==> config.mk <==
export PLATFORM = sky130hd
export DESIGN_NAME = base64_stream_decoder_flat
export DESIGN_NICKNAME = d
export VERILOG_FILES = /design/src/hdl/bs64_pkg.sv /design/src/hdl/bs64_intf.sv /design/src/hdl/bs64_front.sv /design/src/hdl/bs64_queue.sv /design/src/hdl/bs64_back.sv /design/src/hdl/base64_stream_decoder.sv /design/src/flat_wrapper.sv
export SDC_FILE = /design/constraint.sdc
export NUM_CORES = 1
export LEC_CHECK = 0
export BUFFER_PORTS_ARGS = -buffer_cell sky130_fd_sc_hd__buf_2
export CORE_ASPECT_RATIO = 1.2
export CORE_MARGIN = 3
export CORE_UTILIZATION = 60
export DETAILED_ROUTE_END_ITERATION = 12
export GPL_ROUTABILITY_DRIVEN = 0
export PLACE_DENSITY_LB_ADDON = 0.1
export SYNTH_ARGS = -nofsm -noshare
export SYNTH_HDL_FRONTEND = slang
export SYNTH_SLANG_ARGS = --single-unit
==> constraint.sdc <==
create_clock -name clock -period 6.2 [get_ports clock]
set_input_delay 0 -clock clock [delete_from_list [all_inputs] [get_ports clock]]
set_output_delay 0 -clock clock [all_outputs]
set_load 0.05 [all_outputs]
==> src/hdl/bs64_pkg.sv <==
// ----------------------------------------------------------------------------
// bs64_pkg
// shared types, constants and helper functions of the base64 stream decoder
// ----------------------------------------------------------------------------
package bs64_pkg;

   localparam int CHAR_W        = 8;
   localparam int BYTE_W        = 8;
   localparam int CAP_W         = 16;
   localparam int LEN_W         = 16;
   localparam int STATUS_W      = 3;
   localparam int SEXTET_W      = 6;
   localparam int GROUP_BYTES   = 3;

   localparam int LENGTH_BITS_DEFAULT = 16;
   localparam int QUEUE_DEPTH_DEFAULT = 4;

   localparam logic [CAP_W-1:0] CAP_RESET   = 16'hffff;
   localparam logic [CHAR_W-1:0] CHAR_PAD   = 8'h3d;
   localparam logic [CHAR_W-1:0] CHAR_SPACE = 8'h20;
   localparam logic [CHAR_W-1:0] CHAR_TAB   = 8'h09;
   localparam logic [CHAR_W-1:0] CHAR_CR    = 8'h0d;

   typedef enum logic [STATUS_W-1:0] {
      ST_OK        = 3'd0,
      ST_BAD_CHAR  = 3'd1,
      ST_TRUNCATED = 3'd2,
      ST_OVERFLOW  = 3'd3,
      ST_TRAILING  = 3'd4,
      ST_MISPLACED = 3'd5
   } status_type;

   typedef enum logic {
      KIND_DATA   = 1'b0,
      KIND_STATUS = 1'b1
   } kind_type;

   typedef struct packed {
      kind_type                         kind;
      logic [GROUP_BYTES*BYTE_W-1:0]    bytes;
      logic [1:0]                       count;
      status_type                       status;
      logic [LEN_W-1:0]                 length;
   } queue_entry_type;

   typedef struct packed {
      logic empty;
      logic full;
   } queue_status_type;

   function automatic logic is_blank(input logic [CHAR_W-1:0] c);
      return (c == CHAR_SPACE) || ((c >= CHAR_TAB) && (c <= CHAR_CR));
   endfunction

   // bit 6 set marks a character outside the alphabet
   function automatic logic [SEXTET_W:0] sextet_of(input logic [CHAR_W-1:0] c);
      logic [SEXTET_W:0] v;
      v = 7'h40;
      if (c >= 8'h41 && c <= 8'h5a) begin
         v = {1'b0, 6'(c - 8'h41)};
      end else if (c >= 8'h61 && c <= 8'h7a) begin
         v = {1'b0, 6'(c - 8'h61 + 8'd26)};
      end else if (c >= 8'h30 && c <= 8'h39) begin
         v = {1'b0, 6'(c - 8'h30 + 8'd52)};
      end else if (c == 8'h2b) begin
         v = 7'd62;
      end else if (c == 8'h2f) begin
         v = 7'd63;
      end else if (c == CHAR_PAD) begin
         v = 7'd0;
      end
      return v;
   endfunction

endpackage

==> src/hdl/bs64_intf.sv <==
// ----------------------------------------------------------------------------
// bs64 channel interfaces
// valid/ready channels for characters, results and the capacity register
// ----------------------------------------------------------------------------
interface bs64_req_if;
   import bs64_pkg::*;
   logic                valid;
   logic                ready;
   logic [CHAR_W-1:0]   char_byte;
   logic                end_of_string;
   modport source (output valid, output char_byte, output end_of_string, input ready);
   modport sink   (input valid, input char_byte, input end_of_string, output ready);
endinterface

interface bs64_rsp_if;
   import bs64_pkg::*;
   logic                  valid;
   logic                  ready;
   logic                  kind;
   logic [BYTE_W-1:0]     data_byte;
   logic [STATUS_W-1:0]   status_code;
   logic [LEN_W-1:0]      decoded_length;
   logic                  last;
   modport source (output valid, output kind, output data_byte, output status_code,
                   output decoded_length, output last, input ready);
   modport sink   (input valid, input kind, input data_byte, input status_code,
                   input decoded_length, input last, output ready);
endinterface

interface bs64_csr_if;
   import bs64_pkg::*;
   logic               valid;
   logic               ready;
   logic [CAP_W-1:0]   data;
   modport source (output valid, output data, input ready);
   modport sink   (input valid, input data, output ready);
endinterface

==> src/hdl/bs64_front.sv <==
// ----------------------------------------------------------------------------
// bs64_front
// accepts characters, tracks group and error state, queues groups and status
// ----------------------------------------------------------------------------
module bs64_front #(
   parameter int LENGTH_BITS = bs64_pkg::LENGTH_BITS_DEFAULT
) (
   input  logic                        clock,
   input  logic                        reset,
   bs64_req_if.sink                    req,
   bs64_csr_if.sink                    csr,
   input  bs64_pkg::queue_status_type  q_status,
   output logic                        push,
   output bs64_pkg::queue_entry_type   push_entry
);
   import bs64_pkg::*;

   localparam int CMP_W = ((LENGTH_BITS > CAP_W) ? LENGTH_BITS : CAP_W) + 1;
   localparam int EXT_W = (LENGTH_BITS > LEN_W) ? LENGTH_BITS : LEN_W;

   logic [CAP_W-1:0]        capacity_ff;
   logic [17:0]             sextets_ff, sextets_in;
   logic [1:0]              pos_ff, pos_in;
   logic [3:0]              pad_ff, pad_in;
   logic [LENGTH_BITS-1:0]  count_ff, count_in;
   logic                    padded_done_ff, padded_done_in;
   logic                    pad_err_ff, pad_err_in;
   status_type              error_ff, error_in;

   logic                    accept;
   logic                    is_pad;
   logic [SEXTET_W:0]       sext;
   logic [3:0]              pad_new;
   logic [1:0]              n_bytes;
   logic [CMP_W-1:0]        need;
   logic [EXT_W-1:0]        len_ext;
   status_type              end_status;

   assign csr.ready = 1'b1;
   assign req.ready = ~q_status.full;
   assign accept    = req.valid & req.ready;
   assign is_pad    = (req.char_byte == CHAR_PAD);
   assign sext      = sextet_of(req.char_byte);
   assign pad_new   = pad_ff | (4'(is_pad) << pos_ff);
   assign need      = CMP_W'(count_ff) + CMP_W'(GROUP_BYTES);
   assign len_ext   = EXT_W'(count_ff);

   always_comb begin
      if (pad_new[3]) begin
         n_bytes = pad_new[2] ? 2'd1 : 2'd2;
      end else begin
         n_bytes = 2'd3;
      end
      if (error_ff != ST_OK) begin
         end_status = error_ff;
      end else if (pos_ff != 2'd0) begin
         end_status = ST_TRUNCATED;
      end else if (pad_err_ff) begin
         end_status = ST_MISPLACED;
      end else begin
         end_status = ST_OK;
      end
   end

   always_comb begin
      sextets_in     = sextets_ff;
      pos_in         = pos_ff;
      pad_in         = pad_ff;
      count_in       = count_ff;
      padded_done_in = padded_done_ff;
      pad_err_in     = pad_err_ff;
      error_in       = error_ff;
      push           = 1'b0;
      push_entry.kind   = KIND_DATA;
      push_entry.bytes  = {sextets_ff[17:12], sextets_ff[11:10],
                           sextets_ff[9:6], sextets_ff[5:2],
                           sextets_ff[1:0], sext[SEXTET_W-1:0]};
      push_entry.count  = n_bytes;
      push_entry.status = end_status;
      push_entry.length = len_ext[LEN_W-1:0];
      if (accept) begin
         if (req.end_of_string) begin
            push            = 1'b1;
            push_entry.kind = KIND_STATUS;
            sextets_in      = '0;
            pos_in          = '0;
            pad_in          = '0;
            count_in        = '0;
            padded_done_in  = 1'b0;
            pad_err_in      = 1'b0;
            error_in        = ST_OK;
         end else if (error_ff != ST_OK || is_blank(req.char_byte)) begin
            error_in = error_ff;
         end else if (padded_done_ff) begin
            error_in = ST_TRAILING;
         end else if (sext[SEXTET_W]) begin
            error_in = ST_BAD_CHAR;
         end else if (pos_ff != 2'd3) begin
            pad_in     = pad_new;
            sextets_in = {sextets_ff[11:0], sext[SEXTET_W-1:0]};
            pos_in     = pos_ff + 2'd1;
         end else if (need > CMP_W'(capacity_ff)) begin
            pad_in   = pad_new;
            error_in = ST_OVERFLOW;
         end else begin
            push = 1'b1;
            if (pad_new != 4'd0) begin
               padded_done_in = 1'b1;
               if (pad_new[1:0] != 2'b00 || pad_new[3:2] == 2'b01) begin
                  pad_err_in = 1'b1;
               end
            end
            count_in   = count_ff + LENGTH_BITS'(n_bytes);
            sextets_in = '0;
            pos_in     = '0;
            pad_in     = '0;
         end
      end
   end

   always_ff @(posedge clock) begin
      if (reset) begin
         capacity_ff    <= CAP_RESET;
         sextets_ff     <= '0;
         pos_ff         <= '0;
         pad_ff         <= '0;
         count_ff       <= '0;
         padded_done_ff <= 1'b0;
         pad_err_ff     <= 1'b0;
         error_ff       <= ST_OK;
      end else begin
         if (csr.valid) begin
            capacity_ff <= csr.data;
         end
         sextets_ff     <= sextets_in;
         pos_ff         <= pos_in;
         pad_ff         <= pad_in;
         count_ff       <= count_in;
         padded_done_ff <= padded_done_in;
         pad_err_ff     <= pad_err_in;
         error_ff       <= error_in;
      end
   end

endmodule

==> src/hdl/bs64_queue.sv <==
// ----------------------------------------------------------------------------
// bs64_queue
// short queue of decoded groups and status entries between front and back
// ----------------------------------------------------------------------------
module bs64_queue #(
   parameter int DEPTH = bs64_pkg::QUEUE_DEPTH_DEFAULT
) (
   input  logic                        clock,
   input  logic                        reset,
   input  logic                        push,
   input  bs64_pkg::queue_entry_type   push_entry,
   input  logic                        pop,
   output bs64_pkg::queue_entry_type   head,
   output bs64_pkg::queue_status_type  status
);
   import bs64_pkg::*;

   localparam int PTR_W = $clog2(DEPTH);
   localparam int CNT_W = $clog2(DEPTH + 1);

   queue_entry_type     slots_ff [DEPTH];
   logic [PTR_W-1:0]    wr_ptr_ff, wr_ptr_in;
   logic [PTR_W-1:0]    rd_ptr_ff, rd_ptr_in;
   logic [CNT_W-1:0]    fill_ff, fill_in;
   logic                do_push, do_pop;

   assign status.empty = (fill_ff == CNT_W'(0));
   assign status.full  = (fill_ff == CNT_W'(DEPTH));
   assign do_push      = push & ~status.full;
   assign do_pop       = pop & ~status.empty;
   assign head         = slots_ff[rd_ptr_ff];

   always_comb begin
      wr_ptr_in = wr_ptr_ff;
      rd_ptr_in = rd_ptr_ff;
      fill_in   = fill_ff;
      if (do_push) begin
         wr_ptr_in = (wr_ptr_ff == PTR_W'(DEPTH - 1)) ? '0 : wr_ptr_ff + PTR_W'(1);
      end
      if (do_pop) begin
         rd_ptr_in = (rd_ptr_ff == PTR_W'(DEPTH - 1)) ? '0 : rd_ptr_ff + PTR_W'(1);
      end
      if (do_push && !do_pop) begin
         fill_in = fill_ff + CNT_W'(1);
      end else if (do_pop && !do_push) begin
         fill_in = fill_ff - CNT_W'(1);
      end
   end

   always_ff @(posedge clock) begin
      if (do_push) begin
         slots_ff[wr_ptr_ff] <= push_entry;
      end
   end

   always_ff @(posedge clock) begin
      if (reset) begin
         wr_ptr_ff <= '0;
         rd_ptr_ff <= '0;
         fill_ff   <= '0;
      end else begin
         wr_ptr_ff <= wr_ptr_in;
         rd_ptr_ff <= rd_ptr_in;
         fill_ff   <= fill_in;
      end
   end

endmodule

==> src/hdl/bs64_back.sv <==
// ----------------------------------------------------------------------------
// bs64_back
// expands queue entries to one registered result per cycle while rsp is ready
// ----------------------------------------------------------------------------
module bs64_back (
   input  logic                        clock,
   input  logic                        reset,
   input  bs64_pkg::queue_entry_type   head,
   input  bs64_pkg::queue_status_type  q_status,
   output logic                        pop,
   bs64_rsp_if.source                  rsp
);
   import bs64_pkg::*;

   logic [1:0]           idx_ff, idx_in;
   logic                 valid_ff, valid_in;
   logic                 kind_ff, kind_in;
   logic [BYTE_W-1:0]    data_ff, data_in;
   logic [STATUS_W-1:0]  status_ff, status_in;
   logic [LEN_W-1:0]     length_ff, length_in;
   logic                 last_ff, last_in;
   logic                 load, emit, is_last;
   logic [BYTE_W-1:0]    sel_byte;

   assign load = ~valid_ff | rsp.ready;
   assign emit = load & ~q_status.empty;

   always_comb begin
      case (idx_ff)
         2'd0:    sel_byte = head.bytes[3*BYTE_W-1:2*BYTE_W];
         2'd1:    sel_byte = head.bytes[2*BYTE_W-1:BYTE_W];
         default: sel_byte = head.bytes[BYTE_W-1:0];
      endcase
      is_last = (head.kind == KIND_STATUS) || (idx_ff == head.count - 2'd1);
   end

   always_comb begin
      valid_in  = valid_ff;
      kind_in   = kind_ff;
      data_in   = data_ff;
      status_in = status_ff;
      length_in = length_ff;
      last_in   = last_ff;
      idx_in    = idx_ff;
      pop       = 1'b0;
      if (load) begin
         valid_in = emit;
      end
      if (emit) begin
         last_in = is_last;
         if (head.kind == KIND_STATUS) begin
            kind_in   = 1'b1;
            data_in   = '0;
            status_in = head.status;
            length_in = head.length;
         end else begin
            kind_in   = 1'b0;
            data_in   = sel_byte;
            status_in = ST_OK;
            length_in = '0;
         end
         pop    = is_last;
         idx_in = is_last ? 2'd0 : idx_ff + 2'd1;
      end
   end

   always_ff @(posedge clock) begin
      if (reset) begin
         valid_ff <= 1'b0;
         idx_ff   <= '0;
      end else begin
         valid_ff <= valid_in;
         idx_ff   <= idx_in;
      end
   end

   always_ff @(posedge clock) begin
      kind_ff   <= kind_in;
      data_ff   <= data_in;
      status_ff <= status_in;
      length_ff <= length_in;
      last_ff   <= last_in;
   end

   assign rsp.valid          = valid_ff;
   assign rsp.kind           = kind_ff;
   assign rsp.data_byte      = data_ff;
   assign rsp.status_code    = status_ff;
   assign rsp.decoded_length = length_ff;
   assign rsp.last           = last_ff;

endmodule

==> src/hdl/base64_stream_decoder.sv <==
// ----------------------------------------------------------------------------
// base64_stream_decoder
// streaming base64 decoder, one character per transaction, status on end
// ----------------------------------------------------------------------------
//  channel   direction  payload
//  req_ch    in         char_byte, end_of_string
//  rsp_ch    out        kind, data_byte, status_code, decoded_length, last
//  csr_ch    in         capacity (16 bit), always ready
//
//  one character per cycle unless the queue is full; a group's bytes and a
//  status leave one per cycle while rsp_ch is ready
//  req_ch.ready drops only while the group queue between front and back is full
//  synchronous reset clears string state and sets capacity to 65535
// ----------------------------------------------------------------------------
module base64_stream_decoder #(
   parameter int LENGTH_BITS = bs64_pkg::LENGTH_BITS_DEFAULT,
   parameter int QUEUE_DEPTH = bs64_pkg::QUEUE_DEPTH_DEFAULT
) (
   input  logic         clock,
   input  logic         reset,
   bs64_req_if.sink     req_ch,
   bs64_rsp_if.source   rsp_ch,
   bs64_csr_if.sink     csr_ch
);
   import bs64_pkg::*;

   logic               push, pop;
   queue_entry_type    push_entry, head;
   queue_status_type   q_status;

   bs64_front #(
      .LENGTH_BITS (LENGTH_BITS)
   ) u_front (
      .clock      (clock),
      .reset      (reset),
      .req        (req_ch),
      .csr        (csr_ch),
      .q_status   (q_status),
      .push       (push),
      .push_entry (push_entry)
   );

   bs64_queue #(
      .DEPTH (QUEUE_DEPTH)
   ) u_queue (
      .clock      (clock),
      .reset      (reset),
      .push       (push),
      .push_entry (push_entry),
      .pop        (pop),
      .head       (head),
      .status     (q_status)
   );

   bs64_back u_back (
      .clock    (clock),
      .reset    (reset),
      .head     (head),
      .q_status (q_status),
      .pop      (pop),
      .rsp      (rsp_ch)
   );

endmodule

==> src/flat_wrapper.sv <==
// flat-port wrapper written by rule: the top's interface ports become plain ports
module base64_stream_decoder_flat import bs64_pkg::*;
#(
   parameter int LENGTH_BITS = bs64_pkg::LENGTH_BITS_DEFAULT,
   parameter int QUEUE_DEPTH = bs64_pkg::QUEUE_DEPTH_DEFAULT
)
  (clock, reset, req_ch_valid, req_ch_char_byte, req_ch_end_of_string, req_ch_ready, rsp_ch_valid, rsp_ch_kind, rsp_ch_data_byte, rsp_ch_status_code, rsp_ch_decoded_length, rsp_ch_last, rsp_ch_ready, csr_ch_valid, csr_ch_data, csr_ch_ready);
  bs64_req_if req_ch_i ();
  bs64_rsp_if rsp_ch_i ();
  bs64_csr_if csr_ch_i ();
  input  logic clock;
  input  logic reset;
  input wire logic [$bits(req_ch_i.valid)-1:0] req_ch_valid;
  input wire logic [$bits(req_ch_i.char_byte)-1:0] req_ch_char_byte;
  input wire logic [$bits(req_ch_i.end_of_string)-1:0] req_ch_end_of_string;
  output wire logic [$bits(req_ch_i.ready)-1:0] req_ch_ready;
  output wire logic [$bits(rsp_ch_i.valid)-1:0] rsp_ch_valid;
  output wire logic [$bits(rsp_ch_i.kind)-1:0] rsp_ch_kind;
  output wire logic [$bits(rsp_ch_i.data_byte)-1:0] rsp_ch_data_byte;
  output wire logic [$bits(rsp_ch_i.status_code)-1:0] rsp_ch_status_code;
  output wire logic [$bits(rsp_ch_i.decoded_length)-1:0] rsp_ch_decoded_length;
  output wire logic [$bits(rsp_ch_i.last)-1:0] rsp_ch_last;
  input wire logic [$bits(rsp_ch_i.ready)-1:0] rsp_ch_ready;
  input wire logic [$bits(csr_ch_i.valid)-1:0] csr_ch_valid;
  input wire logic [$bits(csr_ch_i.data)-1:0] csr_ch_data;
  output wire logic [$bits(csr_ch_i.ready)-1:0] csr_ch_ready;
  assign req_ch_i.valid = req_ch_valid;
  assign req_ch_i.char_byte = req_ch_char_byte;
  assign req_ch_i.end_of_string = req_ch_end_of_string;
  assign req_ch_ready = req_ch_i.ready;
  assign rsp_ch_valid = rsp_ch_i.valid;
  assign rsp_ch_kind = rsp_ch_i.kind;
  assign rsp_ch_data_byte = rsp_ch_i.data_byte;
  assign rsp_ch_status_code = rsp_ch_i.status_code;
  assign rsp_ch_decoded_length = rsp_ch_i.decoded_length;
  assign rsp_ch_last = rsp_ch_i.last;
  assign rsp_ch_i.ready = rsp_ch_ready;
  assign csr_ch_i.valid = csr_ch_valid;
  assign csr_ch_i.data = csr_ch_data;
  assign csr_ch_ready = csr_ch_i.ready;
  base64_stream_decoder #(.LENGTH_BITS(LENGTH_BITS), .QUEUE_DEPTH(QUEUE_DEPTH)) u_core (.clock(clock), .reset(reset), .req_ch(req_ch_i), .rsp_ch(rsp_ch_i), .csr_ch(csr_ch_i));
endmodule
==> metrics.md <==
| Metric | Value |
|---|---|
| Total gr overflow | 0 |
| CP startpoint kind | flop |
| HP Class | in2reg |
| Syn Area/Cell | 13.9 µm² |
| Clock Latency Late Sink | 0.53 ns |
| CTS Buffer Depth | 3 |
| Fin. Hold Viols | 0 |
| Post-DP HPWL | 16300 µm |
| Crit path depth | 20 |
| Critical Path RT | 6.66 ns |
| Final ANT Viol Nets | 0 |
| EDFF count, synth | 213 |
| Cell area after synthesis | 12300 µm² |
| Overall Global Routing Usage | 24.6% |
| Vias per inst | 6.24 |
| Leakage power | 5.17 nW |
| Minimum clock period | 5.37 ns |
| Layout cells sized above 1 | 17.8% |
| Post-synth net total | 954 |
| Initial Util | 62.0% |
| Worst Max-Slew Pin Slew | 1.20 ns |
| Max cap viols | 0 |
| Synth Register Bits | 286 |
| Number of library cell types mapped by synthesis | 61 |
| Clock sinks | 286 |
| Worst slew margin | 19.6% |
| DR WL/cell | 21.3 µm |
| Routed vias | 7922 |
| Root Driver | clkbuf_16 |
| Ys Warns | 0 |
| P&R area growth vs syn | 16.5% |
| Crit Path Class | reg2reg |
| Post-synth ARST share | 0% |
| Largest net degree at the start of global routing | 47 |
| Status | finished, final reports clean |
| CP cell instances | nand4_1 > or2_2 > nor2_1 > nand3_1 > nor3_1 > xor2_1 > ha_1 > nand3_1 > nor4_1 > a21boi_0 > a2111o_1 > o31a_1 > buf_4 > inv_1 > ha_1 > inv_1 > fa_1 > xor2_1 > or3_1 > a21oi_1 |
| Pwr Density | 385 nW/µm² |
| Total negative slack | 0 ns |
| RSZ-0062 raised after global routing | no |
| DRC Markers | 0 |
| Antenna violations before repair | 0 |
| CP peak stage delay | 0.54 ns |
| Number of global-route vias before repair | 7989 |
| Crit path arrival time | 5.82 ns |
| Die Y | 163 µm |
| ANT cells | 0 |
| CTS H-tree lvls | 1 |
| First-pass GRT wire length | 42500 µm |
| Reg2reg path depth | 20 |
| Final period util | 86.6% |
| DR pass1 iterations | 5 |
| CTS tree | built |
| Routed wire length | 27000 µm |
| VDD IR max | 387 µV |
| Row count | 56 |
| Crit-path max FO | 35 |
| Placed Instances | 1170 |
| Worst setup EP type | flop |
| Core area | 19800 µm² |
| Die width | 137 µm |
| Final net count | 1057 |
| Hold path depth | 2 |
| Clock-pin slew on the worst setup and hold paths | 0.06 ns |
| Clock Skews | 0.0115 ns |
| Slew Viols, Final | 0 |
| Die ar. | 22300 µm² |
| Cell family with most CP delay | simple AND/OR/NAND/NOR gates |
| Post-synthesis instance total | 883 |
| Sequential area share after synthesis | 63.9% |
| # IOs | 62 |
| Total CTS buffers | 28 |
| Final cell count without fillers | 1269 |
| Dominant synthesized flop cell | edfxtp_1 |
| Worst path slowest cell | dfxtp_1 |
| DR iter-0 viols | 707 |
| Final setup viols | 0 |
| Port bufs | 60 |
| Fmax | 186 MHz |
| WHS | 0.0358 ns |
| Crit path buf inv count | 3 |
## kinds of logic after synthesis
family / Yosys count / share of synthesized area (%)
buffers and inverters: 82 / 2.63
xor gates and xnor gates: 23 / 1.64
muxes: 53 / 9.00
and+or+nand+nor: 226 / 9.70
adders and majority gates: 41 / 4.29
other: 1 / 0.0305
AOI/OAI and AO/OA: 171 / 8.80
DFF: 286 / 63.9
## final cells by class
class,instances,area [µm²]
repair buffers,116,888
clock inverters,11,116
fillers,1225,5510
inverters,39,146
clock buffers,41,853
multi-input cells,515,4130
flip-flops and latches,286,7860
well taps,261,327
## through the flow
step / cell area, µm² / util (%) / total power, mW / worst slack [ns]
2_1_floorplan: 12300 / - / 3.46 / 1.02
4_1_cts: 14300 / 72.2 / 5.55 / 0.885
3_5_place_dp: 12900 / 65.0 / 3.80 / 0.936
6_report: 14300 / 72.2 / 5.52 / 0.831
3_3_place_gp: 12900 / 65.0 / 3.78 / 1.09
5_1_grt: 14300 / 72.2 / 5.75 / 0.265
## flip-flops by register name, indices dropped and copies added, names as in the netlist, named ones only
name and cells:
u_core.u_front.pad_ff 4, u_core.u_back.idx_ff 2, u_core.u_queue.rd_ptr_ff 2, u_core.u_front.pad_err_ff 1, u_core.u_back.rsp.data_byte 8, u_core.u_back.rsp.decoded_length 16
u_core.u_front.padded_done_ff 1, u_core.u_front.sextets_ff 18, u_core.u_queue.slots_ff 184, u_core.u_queue.wr_ptr_ff 2, u_core.u_queue.fill_ff 3, u_core.u_front.count_ff 16
u_core.u_front.error_ff 3, u_core.u_back.rsp.kind 1, u_core.u_back.rsp.valid 1, u_core.u_back.rsp.status_code 3, u_core.u_front.capacity_ff 16, u_core.u_back.rsp.last 1
u_core.u_front.pos_ff 2
## repair_timing
| item | in CTS | in global routing |
|---|---|---|
| hold endpoints to repair | 22 | 0 |
| setup buffers | 0 | 0 |
| hold buffers | 47 | 0 |
| resized for setup | 0 | 0 |
## report_power, final
group | leakage, nW | internal, mW | switching [mW]
Combinational | 2.07 | 0.480 | 0.886
Clock | 0.478 | 1.04 | 0.687
Sequential | 2.62 | 2.30 | 0.127
Total | 5.17 | 3.82 | 1.70
## layout by cell type, fill, tap and decap left out, types with 14 or more instances in the layout
cell	instances
edfxtp_1	213
dfxtp_1	71
a21oi_1	63
buf_2	60
nand2_1	52
dlygate4sd3_1	47
mux4_2	46
nor2_1	39
ha_1	39
inv_1	38
clkbuf_16	31
o21ai_0	29
nand4_1	22
and2_1	20
o211ai_1	19
nand3_1	15
or3_1	14
## routing by layer
layer	part of all wire, %	track usage (%)	up-vias
met2	50	41.0	347
met1	41	33.9	3936
met3	7.0	4.02	46
li1	-	-	3593
met5	0	0	-
met4	2.0	6.55	0
## synthesized netlist by cell type, drive strengths merged (4+ instances only)
cell | n | area [µm²]
a22oi | 10 | 75.1
o211ai | 19 | 143
or4 | 13 | 97.6
nor4 | 4 | 25.0
clkbuf | 30 | 113
or3 | 14 | 87.6
dfxtp | 73 | 1460
and3 | 5 | 31.3
and2 | 24 | 150
ha | 39 | 488
mux2i | 7 | 70.1
edfxtp | 213 | 6400
or2 | 7 | 46.3
inv | 38 | 143
buf | 13 | 63.8
nand2b | 6 | 37.5
nor3 | 12 | 60.1
o21ai | 31 | 155
o31ai | 9 | 67.6
xor2 | 12 | 105
nand4 | 22 | 138
o21a | 5 | 37.5
mux4 | 46 | 1040
nor2 | 39 | 146
nand2 | 52 | 195
a21oi | 64 | 320
a221oi | 4 | 35.0
xnor2 | 11 | 96.3
nand3 | 15 | 75.1
o211a | 5 | 50.1
## worst reg2reg max path: stages, from the launching register on
cell      delay, ns
dfxtp_1        0.54
nand4_1        0.26
or2_2          0.40
nor2_1         0.12
nand3_1        0.15
nor3_1         0.21
xor2_1         0.10
ha_1           0.33
nand3_1        0.16
nor4_1         0.36
a21boi_0       0.18
a2111o_1       0.45
o31a_1         0.28
buf_4          0.23
inv_1          0.20
ha_1           0.22
inv_1          0.07
fa_1           0.43
xor2_1         0.16
or3_1          0.30
a21oi_1        0.14
## path summary, 6_finish.rpt
path | startpoint | to | slack (ns)
worst max-delay path | u_core.u_front.count_ff[3] | u_core.u_queue.fill_ff[2] | 0.83
worst min-delay path | csr_ch_valid | u_core.u_front.capacity_ff[15] | 0.04
worst max register to register | u_core.u_front.count_ff[3] | u_core.u_queue.fill_ff[2] | 0.83
worst min register to register | u_core.u_front.pad_err_ff | u_core.u_front.pad_err_ff | 0.49
Note: power is estimated with default switching activity, not from simulation.
